<file path="src/hw/rtl/stpt_pkg.sv">
// Shared types, constants and micro-op program of the scan-to-point transform.
package stpt_pkg;

	// Input item packing in tdata, lowest bit first.
	localparam int IN_W        = 168;
	localparam int IDX_LSB     = 0;
	localparam int COEF_LSB    = 5;
	localparam int START_LSB   = 37;
	localparam int STEP_LSB    = 69;
	localparam int MOTOR_LSB   = 101;
	localparam int RANGE_LSB   = 133;
	localparam int OUT_W       = 96;
	localparam int CFG_IDX_W   = 3;

	localparam int ANG_W  = 34;
	localparam int OPND_W = 33;
	localparam int PROD_W = 66;
	localparam int ACC_W  = 56;
	localparam int PC_W   = 6;

	localparam logic signed [ANG_W-1:0] PI_Q        = 34'sd843314857;
	localparam logic signed [ANG_W-1:0] TWO_PI_Q    = 34'sd1686629713;
	localparam logic signed [ANG_W-1:0] HALF_PI_Q   = 34'sd421657428;
	localparam logic signed [ANG_W-1:0] CORDIC_GAIN = 34'sd652032874;
	localparam int CORDIC_STEPS = 30;

	localparam logic signed [OPND_W-1:0] ONE_Q30 = 33'sd1073741824;
	localparam logic signed [OPND_W-1:0] ONE_Q16 = 33'sd65536;

	typedef enum logic [1:0] {
		OP_LOAD   = 2'd0,
		OP_START  = 2'd1,
		OP_SAMPLE = 2'd2,
		OP_NONE   = 2'd3
	} op_t;

	typedef enum logic [CFG_IDX_W-1:0] {
		REG_RANGE_MIN = 3'd0,
		REG_RANGE_MAX = 3'd1,
		REG_AXIS_X    = 3'd2,
		REG_AXIS_Y    = 3'd3,
		REG_AXIS_Z    = 3'd4,
		REG_INC_ANGLE = 3'd5
	} cfg_reg_t;

	typedef enum logic [4:0] {
		OPD_ZERO, OPD_RNG, OPD_CB, OPD_SB, OPD_CM, OPD_SM, OPD_OMC,
		OPD_PL0, OPD_PL1, OPD_PM0, OPD_PM1, OPD_PM2,
		OPD_AX, OPD_AY, OPD_AZ, OPD_DOT, OPD_KK,
		OPD_CX, OPD_CY, OPD_CZ, OPD_PR0, OPD_PR1, OPD_PR2,
		OPD_COEF, OPD_ONE16
	} opnd_t;

	typedef enum logic [3:0] {
		DST_PL0, DST_PL1, DST_PM0, DST_PM1, DST_PM2, DST_DOT,
		DST_CX, DST_CY, DST_CZ, DST_KK, DST_PR0, DST_PR1, DST_PR2,
		DST_Q0, DST_Q1, DST_Q2
	} dst_t;

	typedef struct packed {
		opnd_t      a;
		opnd_t      b;
		logic       k30;
		logic       sub;
		logic       first;
		logic       wb;
		logic       last;
		dst_t       dst;
		logic [4:0] caddr;
	} uop_t;

	typedef enum logic [3:0] {
		ST_IDLE, ST_CHECK, ST_CORD_B, ST_CORD_M, ST_PROG, ST_DRAIN,
		ST_ADV, ST_WRAP_START, ST_WRAP_SAMPLE, ST_RESULT
	} state_t;

	typedef struct packed {
		logic       coef_wr;
		logic       start_load;
		logic       sample_load;
		logic       cordic_go;
		logic       cordic_sel;
		logic       issue;
		uop_t       uop;
		logic [4:0] coef_raddr;
		logic       advance;
		logic       wrap_step;
		logic       out_load;
	} ctrl_cmd_t;

	typedef struct packed {
		logic in_range;
		logic cordic_done;
		logic angles_ok;
		logic out_free;
	} dp_status_t;

	function automatic logic [31:0] atan_at(input logic [4:0] k);
		logic [31:0] r;
		case (k)
			5'd0: r = 32'd843314856;
			5'd1: r = 32'd497837829;
			5'd2: r = 32'd263043836;
			5'd3: r = 32'd133525158;
			5'd4: r = 32'd67021686;
			5'd5: r = 32'd33543515;
			5'd6: r = 32'd16775850;
			5'd7: r = 32'd8388437;
			5'd8: r = 32'd4194282;
			5'd9: r = 32'd2097149;
			5'd10: r = 32'd1048575;
			5'd11: r = 32'd524287;
			5'd12: r = 32'd262143;
			5'd13: r = 32'd131071;
			5'd14: r = 32'd65535;
			5'd15: r = 32'd32767;
			5'd16: r = 32'd16383;
			5'd17: r = 32'd8191;
			5'd18: r = 32'd4095;
			5'd19: r = 32'd2047;
			5'd20: r = 32'd1023;
			5'd21: r = 32'd511;
			5'd22: r = 32'd255;
			5'd23: r = 32'd127;
			5'd24: r = 32'd63;
			5'd25: r = 32'd31;
			5'd26: r = 32'd15;
			5'd27: r = 32'd7;
			5'd28: r = 32'd3;
			5'd29: r = 32'd1;
			default: r = 32'd0;
		endcase
		return r;
	endfunction

	function automatic logic signed [31:0] sat32(input logic signed [ACC_W-1:0] v);
		logic signed [31:0] r;
		if (v > 56'sd2147483647) r = 32'sh7FFFFFFF;
		else if (v < -56'sd2147483648) r = 32'sh80000000;
		else r = v[31:0];
		return r;
	endfunction

	function automatic uop_t mk(input opnd_t a, input opnd_t b, input logic k30,
			input logic sub, input logic first, input logic wb, input dst_t dst,
			input logic [4:0] caddr, input logic last);
		uop_t u;
		u.a = a; u.b = b; u.k30 = k30; u.sub = sub; u.first = first;
		u.wb = wb; u.dst = dst; u.caddr = caddr; u.last = last;
		return u;
	endfunction

	// Multiply-accumulate program for one in-range sample. A result written
	// back is read no earlier than two steps after the step that wrote it.
	function automatic uop_t uop_at(input logic [PC_W-1:0] pc);
		uop_t u;
		case (pc)
			// polar point in the scan plane
			6'd0:  u = mk(OPD_RNG, OPD_CB, 1'b1, 1'b0, 1'b1, 1'b1, DST_PL0, 5'd0, 1'b0);
			6'd1:  u = mk(OPD_RNG, OPD_SB, 1'b1, 1'b0, 1'b1, 1'b1, DST_PL1, 5'd0, 1'b0);
			// mount transform; the z term of the polar point is zero
			6'd2:  u = mk(OPD_COEF, OPD_ONE16, 1'b0, 1'b0, 1'b1, 1'b0, DST_PM0, 5'd3, 1'b0);
			6'd3:  u = mk(OPD_COEF, OPD_PL0, 1'b0, 1'b0, 1'b0, 1'b0, DST_PM0, 5'd0, 1'b0);
			6'd4:  u = mk(OPD_COEF, OPD_PL1, 1'b0, 1'b0, 1'b0, 1'b1, DST_PM0, 5'd1, 1'b0);
			6'd5:  u = mk(OPD_COEF, OPD_ONE16, 1'b0, 1'b0, 1'b1, 1'b0, DST_PM1, 5'd7, 1'b0);
			6'd6:  u = mk(OPD_COEF, OPD_PL0, 1'b0, 1'b0, 1'b0, 1'b0, DST_PM1, 5'd4, 1'b0);
			6'd7:  u = mk(OPD_COEF, OPD_PL1, 1'b0, 1'b0, 1'b0, 1'b1, DST_PM1, 5'd5, 1'b0);
			6'd8:  u = mk(OPD_COEF, OPD_ONE16, 1'b0, 1'b0, 1'b1, 1'b0, DST_PM2, 5'd11, 1'b0);
			6'd9:  u = mk(OPD_COEF, OPD_PL0, 1'b0, 1'b0, 1'b0, 1'b0, DST_PM2, 5'd8, 1'b0);
			6'd10: u = mk(OPD_COEF, OPD_PL1, 1'b0, 1'b0, 1'b0, 1'b1, DST_PM2, 5'd9, 1'b0);
			// dot and cross products with the motor axis, and the dot scaled by 1 - cos
			6'd11: u = mk(OPD_AX, OPD_PM0, 1'b1, 1'b0, 1'b1, 1'b0, DST_DOT, 5'd0, 1'b0);
			6'd12: u = mk(OPD_AY, OPD_PM1, 1'b1, 1'b0, 1'b0, 1'b0, DST_DOT, 5'd0, 1'b0);
			6'd13: u = mk(OPD_AZ, OPD_PM2, 1'b1, 1'b0, 1'b0, 1'b1, DST_DOT, 5'd0, 1'b0);
			6'd14: u = mk(OPD_AZ, OPD_PM0, 1'b1, 1'b0, 1'b1, 1'b0, DST_CY, 5'd0, 1'b0);
			6'd15: u = mk(OPD_AX, OPD_PM2, 1'b1, 1'b1, 1'b0, 1'b1, DST_CY, 5'd0, 1'b0);
			6'd16: u = mk(OPD_OMC, OPD_DOT, 1'b1, 1'b0, 1'b1, 1'b1, DST_KK, 5'd0, 1'b0);
			6'd17: u = mk(OPD_AY, OPD_PM2, 1'b1, 1'b0, 1'b1, 1'b0, DST_CX, 5'd0, 1'b0);
			6'd18: u = mk(OPD_AZ, OPD_PM1, 1'b1, 1'b1, 1'b0, 1'b1, DST_CX, 5'd0, 1'b0);
			6'd19: u = mk(OPD_AX, OPD_PM1, 1'b1, 1'b0, 1'b1, 1'b0, DST_CZ, 5'd0, 1'b0);
			6'd20: u = mk(OPD_AY, OPD_PM0, 1'b1, 1'b1, 1'b0, 1'b1, DST_CZ, 5'd0, 1'b0);
			// Rodrigues rotation
			6'd21: u = mk(OPD_PM0, OPD_CM, 1'b1, 1'b0, 1'b1, 1'b0, DST_PR0, 5'd0, 1'b0);
			6'd22: u = mk(OPD_CX, OPD_SM, 1'b1, 1'b0, 1'b0, 1'b0, DST_PR0, 5'd0, 1'b0);
			6'd23: u = mk(OPD_AX, OPD_KK, 1'b1, 1'b0, 1'b0, 1'b1, DST_PR0, 5'd0, 1'b0);
			6'd24: u = mk(OPD_PM1, OPD_CM, 1'b1, 1'b0, 1'b1, 1'b0, DST_PR1, 5'd0, 1'b0);
			6'd25: u = mk(OPD_CY, OPD_SM, 1'b1, 1'b0, 1'b0, 1'b0, DST_PR1, 5'd0, 1'b0);
			6'd26: u = mk(OPD_AY, OPD_KK, 1'b1, 1'b0, 1'b0, 1'b1, DST_PR1, 5'd0, 1'b0);
			6'd27: u = mk(OPD_PM2, OPD_CM, 1'b1, 1'b0, 1'b1, 1'b0, DST_PR2, 5'd0, 1'b0);
			6'd28: u = mk(OPD_CZ, OPD_SM, 1'b1, 1'b0, 1'b0, 1'b0, DST_PR2, 5'd0, 1'b0);
			6'd29: u = mk(OPD_AZ, OPD_KK, 1'b1, 1'b0, 1'b0, 1'b1, DST_PR2, 5'd0, 1'b0);
			// world transform
			6'd30: u = mk(OPD_COEF, OPD_ONE16, 1'b0, 1'b0, 1'b1, 1'b0, DST_Q0, 5'd15, 1'b0);
			6'd31: u = mk(OPD_COEF, OPD_PR0, 1'b0, 1'b0, 1'b0, 1'b0, DST_Q0, 5'd12, 1'b0);
			6'd32: u = mk(OPD_COEF, OPD_PR1, 1'b0, 1'b0, 1'b0, 1'b0, DST_Q0, 5'd13, 1'b0);
			6'd33: u = mk(OPD_COEF, OPD_PR2, 1'b0, 1'b0, 1'b0, 1'b1, DST_Q0, 5'd14, 1'b0);
			6'd34: u = mk(OPD_COEF, OPD_ONE16, 1'b0, 1'b0, 1'b1, 1'b0, DST_Q1, 5'd19, 1'b0);
			6'd35: u = mk(OPD_COEF, OPD_PR0, 1'b0, 1'b0, 1'b0, 1'b0, DST_Q1, 5'd16, 1'b0);
			6'd36: u = mk(OPD_COEF, OPD_PR1, 1'b0, 1'b0, 1'b0, 1'b0, DST_Q1, 5'd17, 1'b0);
			6'd37: u = mk(OPD_COEF, OPD_PR2, 1'b0, 1'b0, 1'b0, 1'b1, DST_Q1, 5'd18, 1'b0);
			6'd38: u = mk(OPD_COEF, OPD_ONE16, 1'b0, 1'b0, 1'b1, 1'b0, DST_Q2, 5'd23, 1'b0);
			6'd39: u = mk(OPD_COEF, OPD_PR0, 1'b0, 1'b0, 1'b0, 1'b0, DST_Q2, 5'd20, 1'b0);
			6'd40: u = mk(OPD_COEF, OPD_PR1, 1'b0, 1'b0, 1'b0, 1'b0, DST_Q2, 5'd21, 1'b0);
			6'd41: u = mk(OPD_COEF, OPD_PR2, 1'b0, 1'b0, 1'b0, 1'b1, DST_Q2, 5'd22, 1'b1);
			default: u = mk(OPD_ZERO, OPD_ZERO, 1'b0, 1'b0, 1'b1, 1'b0, DST_PL0, 5'd0, 1'b1);
		endcase
		return u;
	endfunction

endpackage

</file>
<file path="src/hw/rtl/stpt_ctrl.sv">
// Controller: sequences each input item through the datapath.
module stpt_ctrl import stpt_pkg::*; (
	input  logic       clk,
	input  logic       arst_n,
	input  logic       in_valid,
	input  logic [1:0] in_op,
	output logic       in_ready,
	input  dp_status_t status,
	output ctrl_cmd_t  cmd
);

	state_t           state_q, state_d;
	logic [PC_W-1:0]  pc_q, pc_d;
	logic             accept;
	uop_t             cur_uop;

	always_ff @(posedge clk or negedge arst_n) begin
		if (!arst_n) begin
			state_q <= ST_IDLE;
			pc_q    <= '0;
		end else begin
			state_q <= state_d;
			pc_q    <= pc_d;
		end
	end

	assign cur_uop = uop_at(pc_q);

	always_comb begin
		state_d        = state_q;
		pc_d           = pc_q;
		in_ready       = 1'b0;
		accept         = 1'b0;
		cmd            = '0;
		cmd.uop        = cur_uop;
		cmd.coef_raddr = uop_at('0).caddr;
		case (state_q)
			ST_IDLE: begin
				in_ready = 1'b1;
				accept   = in_valid;
				if (accept) begin
					case (op_t'(in_op))
						OP_LOAD:   cmd.coef_wr = 1'b1;
						OP_START: begin
							cmd.start_load = 1'b1;
							state_d        = ST_WRAP_START;
						end
						OP_SAMPLE: begin
							cmd.sample_load = 1'b1;
							state_d         = ST_CHECK;
						end
						default: ;
					endcase
				end
			end
			ST_CHECK: begin
				if (status.in_range) begin
					cmd.cordic_go  = 1'b1;
					cmd.cordic_sel = 1'b0;
					state_d        = ST_CORD_B;
				end else begin
					state_d = ST_ADV;
				end
			end
			ST_CORD_B: begin
				if (status.cordic_done) begin
					cmd.cordic_go  = 1'b1;
					cmd.cordic_sel = 1'b1;
					state_d        = ST_CORD_M;
				end
			end
			ST_CORD_M: begin
				if (status.cordic_done) begin
					pc_d    = '0;
					state_d = ST_PROG;
				end
			end
			ST_PROG: begin
				cmd.issue      = 1'b1;
				cmd.coef_raddr = uop_at(pc_q + PC_W'(1)).caddr;
				pc_d           = pc_q + PC_W'(1);
				if (cur_uop.last) state_d = ST_DRAIN;
			end
			ST_DRAIN: state_d = ST_ADV;
			ST_ADV: begin
				cmd.advance = 1'b1;
				state_d     = ST_WRAP_SAMPLE;
			end
			ST_WRAP_START: begin
				if (status.angles_ok) state_d = ST_IDLE;
				else cmd.wrap_step = 1'b1;
			end
			ST_WRAP_SAMPLE: begin
				if (status.angles_ok) state_d = ST_RESULT;
				else cmd.wrap_step = 1'b1;
			end
			ST_RESULT: begin
				if (status.out_free) begin
					cmd.out_load = 1'b1;
					state_d      = ST_IDLE;
				end
			end
			default: state_d = ST_IDLE;
		endcase
	end

endmodule

</file>
<file path="config.mk">
export PLATFORM = sky130hd
export DESIGN_NAME = stpt_ctrl
export DESIGN_NICKNAME = d
export VERILOG_FILES = /design/src/hw/rtl/stpt_pkg.sv /design/src/hw/rtl/stpt_ctrl.sv
export SDC_FILE = /design/constraint.sdc
export NUM_CORES = 1
export LEC_CHECK = 0
export BUFFER_PORTS_ARGS = -buffer_cell sky130_fd_sc_hd__buf_4
export CORE_MARGIN = 3
export CORE_UTILIZATION = 34
export CTS_BUF_LIST = sky130_fd_sc_hd__clkbuf_8
export DETAILED_ROUTE_END_ITERATION = 10
export HOLD_SLACK_MARGIN = 0.08
export SLEW_MARGIN = 20
export SYNTH_ARGS = -nofsm -noshare
export SYNTH_HDL_FRONTEND = slang
export SYNTH_SLANG_ARGS = --single-unit
</file>
<file path="constraint.sdc">
create_clock -name clk -period 1.9 [get_ports clk]
set_input_delay 0.19 -clock clk [delete_from_list [all_inputs] [get_ports clk]]
set_output_delay 0.19 -clock clk [all_outputs]
set_load 0.005 [all_outputs]
</file>
# Word-level counts from Yosys, hierarchy flattened
# Memory sizes are Yosys's and may differ from the RTL's.
# Index checks and enable logic that the tools add are counted.
# totals
regBits,10
mem_count,2
wordCells,58
in_bits,9
out_inout_bits,39
mem_bits_ro,3072
# classes
addsub,1
n_eq_ne,19
reduce_logical,6
n_mux,28
# memory_table
memory,depth,word_bits,rd,rd_clocked_by_memory_dff,wr,line,source
(name not given),64,24,1,0,0,stpt_pkg.sv:157,case (pc)
(name not given),64,24,1,0,0,stpt_pkg.sv:157,
# op_table
operator,count
$pmux W4 S10,1
$mux W4,7
$eq A4 B3 Y1 const B,4
$ne A2 B2 Y1 const B,7
$pmux W6 S2,1
$mux W1,10
$mux W3,3
$eq A4 B2 Y1 const B,2
$eq A4 B4 Y1 const B,2
$pmux W4 S2,1
$reduce_and A8 Y1,1
$add A6 B1 Y6 const B,1
$mux W6,1
$mux W5,1
$eq A4 B1 Y1 const B,1
$logic_not A4 Y1,1
$mux W2,2
$pmux W2 S2,1
$ne A3 B1 Y1 const B,1
$eq A2 B1 Y1 const B,1
$eq A2 B2 Y1 const B,1
$logic_not A2 Y1,1
$reduce_and A2 Y1,1
$reduce_bool A2 Y1,1
$reduce_or A2 Y1,1

# Longest topological paths before layout
# depth
word_depth,4
ltp_mapped,8

# Least setup slack after synthesis
# Ideal clock, no wire load.
# synth_timing
path_kind,register to output
from,reg pc_q[1]
to,out cmd[3] (netlist bit)
stages_incl_launch_ff,9
t_arrival_ns,1.955
slack_ns,-0.245
required_ns,1.710
cell_sequence,dfrtp_1 > ha_1 > inv_1 > ha_1 > clkbuf_1 > mux2i_1 > a21oi_1 > o21a_1 > o31ai_1
# synth_lines
item,line,source
start: declaration,stpt_ctrl.sv:13,"logic [PC_W-1:0] pc_q, pc_d;"
start signal: assignment,stpt_ctrl.sv:23,pc_q <= pc_d;
end: declaration,stpt_ctrl.sv:9,output ctrl_cmd_t cmd

==> key figures <==
Synth
  – Synth Cell Area: 0.00217 mm2
  – Asr flop ratio synth: 100%
  – Synth area leaders: dfrtp_1, ha_1, a21oi_1
  – Syn. warnings: 0
  – Syn_nets: 353
  – Synth Area per Inst: 6.54 um2
  – Post-Synthesis Cells: 331
  – Post-synth cell types: 60
  – EDFF count, synth: 0
  – Share of the synthesized area in the top cell type: 11.6%
  – Yosys reg bits: 10
  – Sequential share of the synthesized area: 11.6%
  – Top_reg_cell synth: dfrtp_1
  – Cell accounting for the most synthesized area: dfrtp_1

Floorplanning
  – IO Count: 48
  – CORE AREA: 0.00606 mm2
  – Chip width: 85.8 um
  – Rows: 28
  – Starting Density: 35.7%
  – Die Footprint: 0.00736 mm2
  – Die Ht: 85.8 um

Routing
  – Total number of vias: 3043
  – Via-per-instance ratio: 5.93
  – Post-route ant nets: 0
  – Drt total wl: 8860 um
  – Pre-antenna DRT Iters: 5
  – Wirelength per Cell: 17.3 um
  – Drt drc: 0
  – First DRT Iteration DRCs: 263

Placed design
  – Placer Congestion: 0.919
  – DPL Wire Length: 5920 um
  – Dpl cells: 494
  – Pre-CTS setup slack: -222 ps
  – PortBufs: 47
  – DP Area: 0.00311 mm2

Timing
  – Slew @ Worst Pin: 358 ps
  – Count of final setup violators: 29
  – Min Tclk post-route: 2300 ps
  – Max Transition Viols Final: 0
  – Final setup margin: -399 ps
  – Final worst path period share: 121%
  – Setup Skew: 1.61 ps
  – Max transition margin: 76.0%
  – RSZ-0062 raised after global routing: true
  – Final setup TNS: -7110 ps
  – Hold Violations, Final: 0
  – Fmax: 0.435 GHz

Clocking
  – Clock Path Buffers: 2
  – Clock Latency Late Sink: 230 ps
  – Clk slew on worst S/H paths: 50 ps
  – H-tree Lvls: 1
  – CTS Buf Count: 3
  – CTS Root Cell: clkbuf_8
  – Clk sink count: 10
  – CTS tree: yes

Power and ir drop
  – Lkg Pwr: 1.58 nW
  – Tot Pwr: 7.10 mW
  – Maximum VDD drop: 1.24 mV
  – Power Density: 1850 mW/mm2

Setup path
  – Crit-path cells: ha_4 -> inv_4 -> ha_4 -> buf_6 -> nand2b_4 -> mux2i_4 -> a311oi_2 -> o31ai_1 -> buf_4
  – WP data required: 1710 ps
  – Crit end category: output pin
  – Crit-path most repeated cell: ha_4
  – CP max stage cell: dfrtp_2
  – Critical path type: register to output pin
  – WP data arrival: 2110 ps
  – Worst path max stage delay: 470 ps
  – Startpoint types: register
  – CP max FO: 6

Global route
  – Largest net degree at the start of global routing: 32
  – Gr ovfl total: 0
  – Initial antenna violation count: 0
  – Total global-route track usage: 22.7%
  – First-pass GRT wire length: 13900 um
  – Vias in the first global route: 2796

Finish
  – Share of layout cells above drive strength 1: 54.1%
  – Final Non-Filler Cells: 513
  – Ant. Diodes: 0
  – Area grow syn2layout: 77.0%
  – Final net count: 461
  – Post-route cell area: 0.00383 mm2

Run status
  – Failing checks: negative setup slack
  – Status: finished, violations left

Flow run
  – # Max-Cap Violations: 0

Worst hold path
  – HP Class: input pin to async pin
==> routing by layer <==
metal,vias up,GRT usage [%],share of wire [%]
met5,-,0,0
met4,0,3.74,1.4
met3,20,3.07,6.4
met2,126,37.3,48
met1,1464,32.2,44
li1,1433,-,-
==> what timing repair did <==
| item | 4_1_cts | 5_1_grt |
|---|---|---|
| hold buffers | 1 | 0 |
| setup buffers | 8 | 8 |
| gates resized for setup | 81 | 42 |
| pin swaps | 32 | 17 |
| endpoints found under the setup margin | 30 | 34 |
| hold endpoints to repair | 10 | 0 |
==> final timing paths <==
check                           startpoint         end  slack, ps  cells past startpoint
worst max-delay path               pc_q[1]      cmd[4]       -400                      9
worst min-delay path                arst_n  state_q[3]        320                      2
worst max register to register  state_q[1]  state_q[2]         30                      5
worst min register to register     pc_q[3]     pc_q[3]        680                      2
max in group asynchronous           arst_n     pc_q[1]       1430                      2
min in group clk                  in_op[1]  state_q[1]        450                      4
==> state kept, by name (all words and copies together), names as in the netlist <==
name,count
state_q,4
pc_q,6
==> where the power goes <==
part / switching [mW] / internal [mW] / total (mW)
clock: 0.0850 / 0.182 / 0.267
sequential: 0.174 / 0.314 / 0.488
combinational: 3.11 / 3.24 / 6.34
total: 3.36 / 3.74 / 7.10
==> synth_stat cells, drive strengths merged (5+ instances only) <==
master and instances:
ha 13, clkbuf 26, xnor2 8, nand2 24, buf 10, nor2 31
o21ai 32, a211oi 8, dfrtp 10, a21oi 31, nand2b 6, nor2b 7
nand3 8, nor3 21, o31ai 5, inv 14, o22ai 9
==> cells by family after synthesis <==
family | after synthesis | share of synthesized area [%]
AOI/OAI and AO/OA | 126 | 38.1
and+or+nand+nor | 116 | 26.0
buffers and inverters | 50 | 9.19
adders and majority gates | 13 | 7.51
xor gates and xnor gates | 11 | 5.14
DFF | 10 | 11.6
muxes | 5 | 2.54
==> worst max-delay path, delay by kind of cell, from the launching register on <==
kind / cells / cell delay [ps]
fa+ha+maj: 2 / 420
compound gates: 2 / 320
flops: 1 / 470
simple gates: 1 / 150
mux: 1 / 160
buf+inv: 3 / 340
==> through the flow <==
step / utilization (%) / hold WS [ps]
after floorplan: - / -106
after CTS: 59.5 / 320
final: 63.3 / 319
after detailed placement: 51.2 / 27.2
after global placement: 51.2 / 28.6
after global routing: 63.3 / 347
==> cells in the final DEF (no fill, tap or decap), drive strengths merged, types with 3 or more instances in the layout <==
| master | instances |
|---|---|
| xnor2 | 8 |
| a22o | 3 |
| o21a | 3 |
| xor2 | 3 |
| nor3 | 21 |
| ha | 13 |
| o211ai | 3 |
| and3 | 4 |
| mux2i | 4 |
| nand2 | 24 |
| o22ai | 9 |
| a32oi | 3 |
| clkbuf | 4 |
| a211oi | 8 |
| or2 | 4 |
| or3 | 4 |
| nor2 | 31 |
| a21oi | 31 |
| dfrtp | 10 |
| a21o | 4 |
| nand3 | 8 |
| a31oi | 3 |
| nand2b | 6 |
| nor2b | 7 |
| a311oi | 4 |
| buf | 138 |
| o31ai | 5 |
| o21ai | 32 |
| inv | 13 |
==> area by class of cell <==
class,count,area (um2)
clock buffers,4,55.1
inverters,14,75.1
multi-input cells,271,2200
well taps,75,93.8
repair buffers,139,1150
flip-flops and latches,10,260
fillers,532,2230
Note: power is estimated with default switching activity, not from simulation.
